$ cat src/rtl/hsl_to_rgb888_converter_macros.svh
// ----------------------------------------------------------------------------
// HSL to RGB888 converter assertion macros
// Shared wrappers for the concurrent checks of the converter pipeline.
// ----------------------------------------------------------------------------
`ifndef HSL_TO_RGB888_CONVERTER_MACROS_SVH
`define HSL_TO_RGB888_CONVERTER_MACROS_SVH

// Checks a property at every clock edge outside of reset.
`define HSLC_ASSERT_CLK(label, prop, msg) \
   label: assert property (@(posedge clock) disable iff (reset) (prop)) else $error(msg);

// Checks that a condition in one cycle is followed by another in the next.
`define HSLC_ASSERT_NEXT(label, ante, cons, msg) \
   label: assert property (@(posedge clock) disable iff (reset) (ante) |=> (cons)) else $error(msg);

`endif

$ cat src/rtl/hslc_pkg.sv
// ----------------------------------------------------------------------------
// HSL to RGB888 converter package
// Fixed-point constants, beat payload types and pipeline control types.
// ----------------------------------------------------------------------------
package hslc_pkg;

   // Fixed-point format: FRAC_BITS fraction bits, one extra bit to hold 1.0.
   localparam int FRAC_BITS = 16;
   localparam int HUE_W     = FRAC_BITS;
   localparam int FX_W      = FRAC_BITS + 1;
   localparam int CH_W      = 8;

   // Constants in fixed point, truncated.
   localparam logic [FX_W-1:0] ONE_FX        = FX_W'(1 << FRAC_BITS);
   localparam logic [FX_W-1:0] THIRD_FX      = FX_W'((1 << FRAC_BITS) / 3);
   localparam logic [FX_W-1:0] SIXTH_FX      = FX_W'((1 << FRAC_BITS) / 6);
   localparam logic [FX_W-1:0] HALF_FX       = FX_W'((1 << FRAC_BITS) / 2);
   localparam logic [FX_W-1:0] TWO_THIRDS_FX = FX_W'((2 * (1 << FRAC_BITS)) / 3);

   // Input beat.
   typedef struct packed {
      logic [HUE_W-1:0] hue;
      logic [FX_W-1:0]  saturation;
      logic [FX_W-1:0]  lightness;
   } req_payload_type;

   // Result beat.
   typedef struct packed {
      logic [CH_W-1:0] red;
      logic [CH_W-1:0] green;
      logic [CH_W-1:0] blue;
   } rsp_payload_type;

   // Stage one result: clamped inputs, their product and the hue weights.
   typedef struct packed {
      logic [FX_W-1:0] light;
      logic [FX_W-1:0] sat;
      logic [FX_W-1:0] light_sat;
      logic [FX_W-1:0] weight_r;
      logic [FX_W-1:0] weight_g;
      logic [FX_W-1:0] weight_b;
   } front_type;

   // Stage two result: floor p, span q - p and the hue weights.
   typedef struct packed {
      logic [FX_W-1:0] p;
      logic [FX_W-1:0] d;
      logic [FX_W-1:0] weight_r;
      logic [FX_W-1:0] weight_g;
      logic [FX_W-1:0] weight_b;
   } chroma_type;

   // Load enables of the two channel stages.
   typedef struct packed {
      logic load_prod;
      logic load_byte;
   } ch_ctrl_type;

endpackage

$ cat src/rtl/hslc_front.sv
// ----------------------------------------------------------------------------
// HSL converter front stage
// Clamps saturation and lightness, multiplies them and turns each channel's
// shifted hue into a ramp weight.
// ----------------------------------------------------------------------------
module hslc_front
   import hslc_pkg::*;
(
   input  logic            clock,
   input  logic            load,
   input  req_payload_type req_payload,
   output front_type       front_ff
);

   // Ramp weight at hue position t: 6t on the rising edge, 1.0 on the top,
   // 6(2/3 - t) on the falling edge and zero elsewhere.
   function automatic logic [FX_W-1:0] ramp_weight(input logic [FX_W-1:0] t);
      logic [FX_W-1:0] x;
      x = TWO_THIRDS_FX - t;
      priority if (t < SIXTH_FX) begin
         ramp_weight = (t << 2) + (t << 1);
      end else if (t < HALF_FX) begin
         ramp_weight = ONE_FX;
      end else if (t < TWO_THIRDS_FX) begin
         ramp_weight = (x << 2) + (x << 1);
      end else begin
         ramp_weight = '0;
      end
   endfunction

   logic [FX_W-1:0]   sat_c;
   logic [FX_W-1:0]   light_c;
   logic [2*FX_W-1:0] product;
   logic [FX_W-1:0]   hue_x;
   logic [FX_W-1:0]   t_red;
   logic [FX_W-1:0]   t_blue;
   front_type         front_in;

   // Values above 1.0 saturate at 1.0.
   assign sat_c   = (req_payload.saturation > ONE_FX) ? ONE_FX : req_payload.saturation;
   assign light_c = (req_payload.lightness > ONE_FX) ? ONE_FX : req_payload.lightness;
   assign product = light_c * sat_c;

   // Hue shifted by a third of a turn either way, wrapped once into range.
   always_comb begin
      hue_x = {1'b0, req_payload.hue};
      t_red = hue_x + THIRD_FX;
      if (t_red > ONE_FX) begin
         t_red = t_red - ONE_FX;
      end
      if (hue_x < THIRD_FX) begin
         t_blue = hue_x + (ONE_FX - THIRD_FX);
      end else begin
         t_blue = hue_x - THIRD_FX;
      end
   end

   always_comb begin
      front_in.light     = light_c;
      front_in.sat       = sat_c;
      front_in.light_sat = product[FRAC_BITS +: FX_W];
      front_in.weight_r  = ramp_weight(t_red);
      front_in.weight_g  = ramp_weight(hue_x);
      front_in.weight_b  = ramp_weight(t_blue);
   end

   always_ff @(posedge clock) begin
      if (load) begin
         front_ff <= front_in;
      end
   end

endmodule

$ cat src/rtl/hslc_chroma.sv
// ----------------------------------------------------------------------------
// HSL converter chroma stage
// Forms q and p from lightness and saturation and passes on p and q - p.
// ----------------------------------------------------------------------------
module hslc_chroma
   import hslc_pkg::*;
(
   input  logic       clock,
   input  logic       load,
   input  front_type  front_ff,
   output chroma_type chroma_ff
);

   logic [FX_W:0]   sum_hi;
   logic [FX_W:0]   sum_lo;
   logic [FX_W-1:0] q;
   logic [FX_W:0]   twice_l;
   logic [FX_W-1:0] p;
   chroma_type      chroma_in;

   // q = l(1 + s) below half lightness, l + s - ls above; both stay within 1.0.
   always_comb begin
      sum_lo  = {1'b0, front_ff.light} + {1'b0, front_ff.light_sat};
      sum_hi  = {1'b0, front_ff.light} + {1'b0, front_ff.sat} - {1'b0, front_ff.light_sat};
      q       = (front_ff.light < HALF_FX) ? sum_lo[FX_W-1:0] : sum_hi[FX_W-1:0];
      twice_l = {front_ff.light, 1'b0};
   end

   // p = 2l - q, held at zero should truncation push it below.
   always_comb begin
      if ({1'b0, q} > twice_l) begin
         p = '0;
      end else begin
         p = twice_l[FX_W-1:0] - q;
      end
   end

   always_comb begin
      chroma_in.p        = p;
      chroma_in.d        = q - p;
      chroma_in.weight_r = front_ff.weight_r;
      chroma_in.weight_g = front_ff.weight_g;
      chroma_in.weight_b = front_ff.weight_b;
   end

   always_ff @(posedge clock) begin
      if (load) begin
         chroma_ff <= chroma_in;
      end
   end

endmodule

$ cat src/rtl/hslc_channel.sv
// ----------------------------------------------------------------------------
// HSL converter color channel
// Scales the span by the ramp weight, adds the floor and maps the result
// to an 8-bit code, over two register stages.
// ----------------------------------------------------------------------------
module hslc_channel
   import hslc_pkg::*;
(
   input  logic            clock,
   input  ch_ctrl_type     ctrl,
   input  logic [FX_W-1:0] p,
   input  logic [FX_W-1:0] d,
   input  logic [FX_W-1:0] weight,
   output logic [CH_W-1:0] byte_ff
);

   localparam int PROD_W   = 2 * FX_W;
   localparam int HI_W     = PROD_W - FRAC_BITS;
   localparam int VAL_W    = HI_W + 1;
   localparam int SCALED_W = VAL_W + CH_W;
   localparam int TOP_W    = SCALED_W - FRAC_BITS;

   logic [PROD_W-1:0]   product;
   logic [HI_W-1:0]     prod_hi_ff;
   logic [HI_W-1:0]     prod_hi_in;
   logic [FX_W-1:0]     p_ff;
   logic [VAL_W-1:0]    value;
   logic [SCALED_W-1:0] scaled;
   logic [TOP_W-1:0]    code;
   logic [CH_W-1:0]     byte_in;

   // Ramp offset above p: span times weight, back to the fixed-point scale.
   assign product    = d * weight;
   assign prod_hi_in = product[PROD_W-1:FRAC_BITS];

   always_ff @(posedge clock) begin
      if (ctrl.load_prod) begin
         prod_hi_ff <= prod_hi_in;
         p_ff       <= p;
      end
   end

   // Channel value times 255, truncated and held at full scale.
   always_comb begin
      value   = {1'b0, prod_hi_ff} + VAL_W'(p_ff);
      scaled  = {value, {CH_W{1'b0}}} - SCALED_W'(value);
      code    = scaled[SCALED_W-1:FRAC_BITS];
      byte_in = (code > TOP_W'({CH_W{1'b1}})) ? {CH_W{1'b1}} : code[CH_W-1:0];
   end

   always_ff @(posedge clock) begin
      if (ctrl.load_byte) begin
         byte_ff <= byte_in;
      end
   end

endmodule

$ cat src/rtl/hsl_to_rgb888_converter.sv
// ----------------------------------------------------------------------------
// HSL to RGB888 converter
// Four-stage pipeline from Q0.16 hue and Q1.16 saturation and lightness to 8-bit RGB.
// ----------------------------------------------------------------------------
// The converter takes one color per clock while no stall holds it and
// returns its RGB888 beat through four register stages: input clamping
// with the lightness-saturation product and hue weights, the q and p
// terms, the per-channel weight multiply, and the final scaling by 255 in
// the output register. A stall on the result side freezes only the stages
// that are full; empty stages keep filling, so bubbles close up and the
// input side stalls only when every stage holds a beat.
`include "hsl_to_rgb888_converter_macros.svh"

module hsl_to_rgb888_converter
   import hslc_pkg::*;
(
   input  logic            clock,
   input  logic            reset,
   input  logic            req_valid,
   output logic            req_stall,
   input  req_payload_type req_payload,
   output logic            rsp_valid,
   input  logic            rsp_stall,
   output rsp_payload_type rsp_payload
);

   logic        s1_valid_ff, s1_valid_in;
   logic        s2_valid_ff, s2_valid_in;
   logic        s3_valid_ff, s3_valid_in;
   logic        s4_valid_ff, s4_valid_in;
   logic        load_1, load_2, load_3, load_4;
   ch_ctrl_type ch_ctrl;
   front_type   front_ff;
   chroma_type  chroma_ff;
   logic [FX_W:0] q_sum;

   // A stage loads when it is empty or its content moves on.
   always_comb begin
      load_4 = !s4_valid_ff || !rsp_stall;
      load_3 = !s3_valid_ff || load_4;
      load_2 = !s2_valid_ff || load_3;
      load_1 = !s1_valid_ff || load_2;
      ch_ctrl.load_prod = load_3;
      ch_ctrl.load_byte = load_4;
   end

   // Valid bits follow the data through the stages.
   always_comb begin
      s1_valid_in = load_1 ? req_valid   : s1_valid_ff;
      s2_valid_in = load_2 ? s1_valid_ff : s2_valid_ff;
      s3_valid_in = load_3 ? s2_valid_ff : s3_valid_ff;
      s4_valid_in = load_4 ? s3_valid_ff : s4_valid_ff;
   end

   always_ff @(posedge clock) begin
      if (reset) begin
         s1_valid_ff <= 1'b0;
         s2_valid_ff <= 1'b0;
         s3_valid_ff <= 1'b0;
         s4_valid_ff <= 1'b0;
      end else begin
         s1_valid_ff <= s1_valid_in;
         s2_valid_ff <= s2_valid_in;
         s3_valid_ff <= s3_valid_in;
         s4_valid_ff <= s4_valid_in;
      end
   end

   assign req_stall = !load_1;
   assign rsp_valid = s4_valid_ff;

   // Stage one: clamping, product and hue weights.
   hslc_front u_front (
      .clock       (clock),
      .load        (load_1),
      .req_payload (req_payload),
      .front_ff    (front_ff)
   );

   // Stage two: q and p.
   hslc_chroma u_chroma (
      .clock     (clock),
      .load      (load_2),
      .front_ff  (front_ff),
      .chroma_ff (chroma_ff)
   );

   // Stages three and four, one lane per color.
   hslc_channel u_red (
      .clock   (clock),
      .ctrl    (ch_ctrl),
      .p       (chroma_ff.p),
      .d       (chroma_ff.d),
      .weight  (chroma_ff.weight_r),
      .byte_ff (rsp_payload.red)
   );

   hslc_channel u_green (
      .clock   (clock),
      .ctrl    (ch_ctrl),
      .p       (chroma_ff.p),
      .d       (chroma_ff.d),
      .weight  (chroma_ff.weight_g),
      .byte_ff (rsp_payload.green)
   );

   hslc_channel u_blue (
      .clock   (clock),
      .ctrl    (ch_ctrl),
      .p       (chroma_ff.p),
      .d       (chroma_ff.d),
      .weight  (chroma_ff.weight_b),
      .byte_ff (rsp_payload.blue)
   );

   // The top of the ramp, q = p + d, never passes 1.0.
   assign q_sum = (FX_W+1)'(chroma_ff.p) + (FX_W+1)'(chroma_ff.d);

   `HSLC_ASSERT_NEXT(a_take_beat, req_valid && !req_stall, s1_valid_ff, "accepted beat not in stage one")
   `HSLC_ASSERT_CLK(a_q_range, s2_valid_ff |-> (q_sum <= (FX_W+1)'(ONE_FX)), "q above 1.0")
   `HSLC_ASSERT_CLK(a_full_stall, (s1_valid_ff && s2_valid_ff && s3_valid_ff && rsp_valid && rsp_stall) |-> req_stall, "full pipeline took a beat")
   `HSLC_ASSERT_NEXT(a_no_repeat, rsp_valid && !rsp_stall && !s3_valid_ff, !rsp_valid, "result beat repeated")

endmodule
$ cat config.mk
export PLATFORM = sky130hd
export DESIGN_NAME = hsl_to_rgb888_converter
export DESIGN_NICKNAME = d
export VERILOG_FILES = /design/src/rtl/hslc_pkg.sv /design/src/rtl/hslc_front.sv /design/src/rtl/hslc_chroma.sv /design/src/rtl/hslc_channel.sv /design/src/rtl/hsl_to_rgb888_converter.sv
export VERILOG_INCLUDE_DIRS = /design/src /design/src/rtl
export SDC_FILE = /design/constraint.sdc
export NUM_CORES = 2
export LEC_CHECK = 0
export BUFFER_PORTS_ARGS = -buffer_cell sky130_fd_sc_hd__clkbuf_2
export CORE_ASPECT_RATIO = 0.9
export CORE_MARGIN = 1
export CORE_UTILIZATION = 45
export CTS_CLUSTER_SIZE = 16
export DETAILED_ROUTE_END_ITERATION = 10
export PLACE_DENSITY_LB_ADDON = 0.1
export SLEW_MARGIN = 20
export SYNTH_ARGS = -nofsm -noshare
export SYNTH_HDL_FRONTEND = slang
export SYNTH_SLANG_ARGS = --single-unit
export TNS_END_PERCENT = 100
$ cat constraint.sdc
create_clock -name clock -period 10.6 [get_ports clock]
set_input_delay 2.12 -clock clock [delete_from_list [all_inputs] [get_ports clock]]
set_output_delay 2.12 -clock clock [all_outputs]
set_load 0.01 [all_outputs]
==> flow_metrics.tcl <==
set metrics [dict create \
    clk_latency_ps 620 \
    dieArea_sq_um 131000 \
    critical_path_required_ps 10940 \
    area_growth_pct 5.94 \
    final.setup_skew_ps 34.0 \
    maxCapViolCount 0 \
    crit_end "u_front.front_ff[60]" \
    start_util_pct 45.6 \
    antenna_found_initial 1 \
    routedWlPerCell_um 19.0 \
    relSlewSlack_pct 30.5 \
    final_cells 8134 \
    die_y_um 343 \
    fmax_mhz 109 \
    startpoint "req_payload[29]" \
    drt_pass1_iterations 6 \
    synth_top_area_share_pct 29.9 \
    drc 0 \
    avgSynthCellArea_sq_um 9.02 \
    hold_class "flip-flop to flip-flop" \
    cts_sinks 280 \
    antenna_left 0 \
    grt_overflow 0 \
    ys_async_sr_fraction_pct 0 \
    crit_type "input port to flip-flop" \
    grt_pass1_vias 43411 \
    hold_start "u_chroma.chroma_ff[75]" \
    synth_common_cells "1262 x inv_1, 870 x nand2_1, 869 x fa_1" \
    netlist_area_sq_um 58200 \
    dp_hpwl_um 123000 \
    finalSetupTns_ps 0 \
    wirelength_um 154000 \
    yosysSeqAreaShare_pct 14.4 \
    core_sq_um 128000 \
    cts_tree "yes" \
    cts-hold-fix-buffers 0 \
    cts_resized 0 \
    cp_max_fo 23 \
    place_area_sq_um 60300 \
    gp_congestion 0.890 \
    cp-end-kind "flip-flop" \
    fin_area_sq_um 61700 \
    grt_usage_pct 23.9 \
    syn_inst 6450 \
    place_inst 8064 \
    r2r_cells 30 \
    root_buffer "clkbuf_16" \
    synth_edf_count 276 \
    drive_above_1_share_pct 3.89 \
    yosysWarnings 0 \
    worst_slew_pin_slew_ps 1030 \
    synth_nets 8153 \
    setup_viol 0 \
    worstPathArrival_ps 9550 \
    synth_top_area_cell "fa_1" \
    reg2reg_slack_ps 2110 \
    nNetsFinal 8106 \
    startpoint_type "input port" \
    status "complete, no violations" \
    vias 42559 \
    hold_viol_final 0 \
    ios 80 \
    ys_seq_elements 280 \
    die_w_um 381 \
    timing.rr.end "u_chroma.chroma_ff[66]" \
    yosysMostFrequentCell "inv_1" \
    rsz0062_at_grt "no" \
    clockBufferDepth 3 \
    r2r_start "u_front.front_ff[85]" \
    cts_buffers 38 \
    grt_pass1_wl_um 245000 \
    numPortBuffers 79 \
    grt_max_degree 72 \
    viasPerCell 5.23 \
    ys_dominant_reg_cell "edfxtp_1" \
    core.rowCount 124 \
    period_minus_slack_ps 9210 \
    clkTransAtPathRegs_ps 60 \
    final_max_slew_viol_count 0 \
    fin_crit_sh_pct 86.9 \
    postCtsSetupBuffers 0 \
    drt-initial-drc-count 2609 \
    htree_levels 2 \
    yosysUniqueCellTypes 98 \
    synthTopCellsByArea "fa_1 30%, ha_1 17%, edfxtp_1 14%" \
]
==> cell type report <==
class / instances / area, sq um
inverters: 1274 / 4780
clock buffers: 41 / 962
fillers: 12384 / 66000
diodes: 1 / 2.50
well taps: 1701 / 2130
multi-input cells: 4681 / 44300
flip-flops and latches: 280 / 8370
clock inverters: 28 / 365
repair buffers: 128 / 788
==> flip-flops by register name, summed over array words and instances (netlist names) <==
register,count
u_front.front_ff,99
u_chroma.chroma_ff,82
u_blue.prod_hi_ff,18
u_green.prod_hi_ff,18
u_red.prod_hi_ff,18
u_red.p_ff,17
u_blue.byte_ff,8
u_green.byte_ff,8
u_red.byte_ff,8
rsp_valid,1
s1_valid_ff,1
s2_valid_ff,1
s3_valid_ff,1
==> through the flow <==
step                utilization [%]  worst slack [ps]  hold WS, ps
finish                         48.3              1390          394
floorplan                         -              1620          400
CTS                            48.3              1460          383
global placement               47.2               925          401
detailed placement             47.2               838          405
global route                   48.3               893          410
==> worst min-delay path by stage <==
| stage | to | slack (ps) | depth (start not counted) |
|---|---|---|---|
| 6_report | u_red.p_ff[7] | 390 | 0 |
| 5_1_grt | u_red.p_ff[7] | 410 | 0 |
| 3_5_place_dp | u_chroma.chroma_ff[33] | 400 | 0 |
| 4_1_cts | u_red.p_ff[7] | 380 | 0 |
| 2_1_floorplan | u_chroma.chroma_ff[10] | 400 | 0 |
| 3_3_place_gp | u_chroma.chroma_ff[24] | 400 | 0 |
==> layer usage <==
| layer | global-route usage [%] | vias to the layer above | share of wire (%) |
|---|---|---|---|
| met1 | 35.2 | 21165 | 49 |
| met2 | 37.9 | 908 | 44 |
| li1 | - | 20354 | - |
| met4 | 5.15 | 0 | 1.9 |
| met3 | 2.79 | 132 | 4.8 |
| met5 | 0 | - | 0 |
==> cells by family (layout without fill, tap and decap cells) <==
group	after synthesis	after routing	synth area share (%)
multiplexers	20	20	0.357
XOR/XNOR	317	317	4.83
buffers and inverters	1489	1471	9.62
AND/OR/NAND/NOR	1886	1886	15.1
AO/OA/AOI/OAI	808	808	9.08
other	1	2	0.00644
flip-flops	280	280	14.4
adder cells (fa/ha/maj)	1649	1649	46.7
==> worst max-delay path, stage by stage <==
cell and delay [ps]:
clkbuf_2 110, nor4_1 300, nand4_1 130, nand2_1 490
nand2_1 280, inv_1 460, nand2_1 150, fa_1 530
fa_1 580, fa_1 460, fa_1 540, inv_1 50
fa_1 470, inv_1 50, fa_1 470, inv_1 40
ha_1 310, a21oi_1 140, a21oi_1 100, a221oi_1 340
a21o_1 240, a21boi_0 160, o21a_1 220, or2_2 310
a31o_2 270, a21oi_1 170, xnor2_1 80
==> cells in the final DEF, fill, tap and decap left out, types with 8 or more instances in the layout <==
cell       count
o21bai_1      29
edfxtp_1     276
o21ai_0      149
or2_2         13
a21boi_0      19
o211ai_1      19
nand3b_1       9
nand2b_1      27
a21oi_1      223
a211o_1        8
mux2i_1       14
o41ai_1        9
or3_1         20
nand2_1      868
and2_1       338
a31oi_1       27
nand3_1       70
o22ai_1       19
and3_1        33
nor3_1        66
a211oi_1      28
xnor2_1      225
nor2_1       313
nor4_1        15
ha_1         780
clkbuf_2      79
buf_4         47
o21a_1        44
nand4_1       38
xor2_1        88
a21o_1       127
inv_1       1261
o31ai_1       13
clkbuf_16     38
clkinv_1      12
fa_1         869
nor2b_1       38
Power is not shown: default switching activity piles up to over one toggle a cycle in this logic, so the estimate is an artifact.
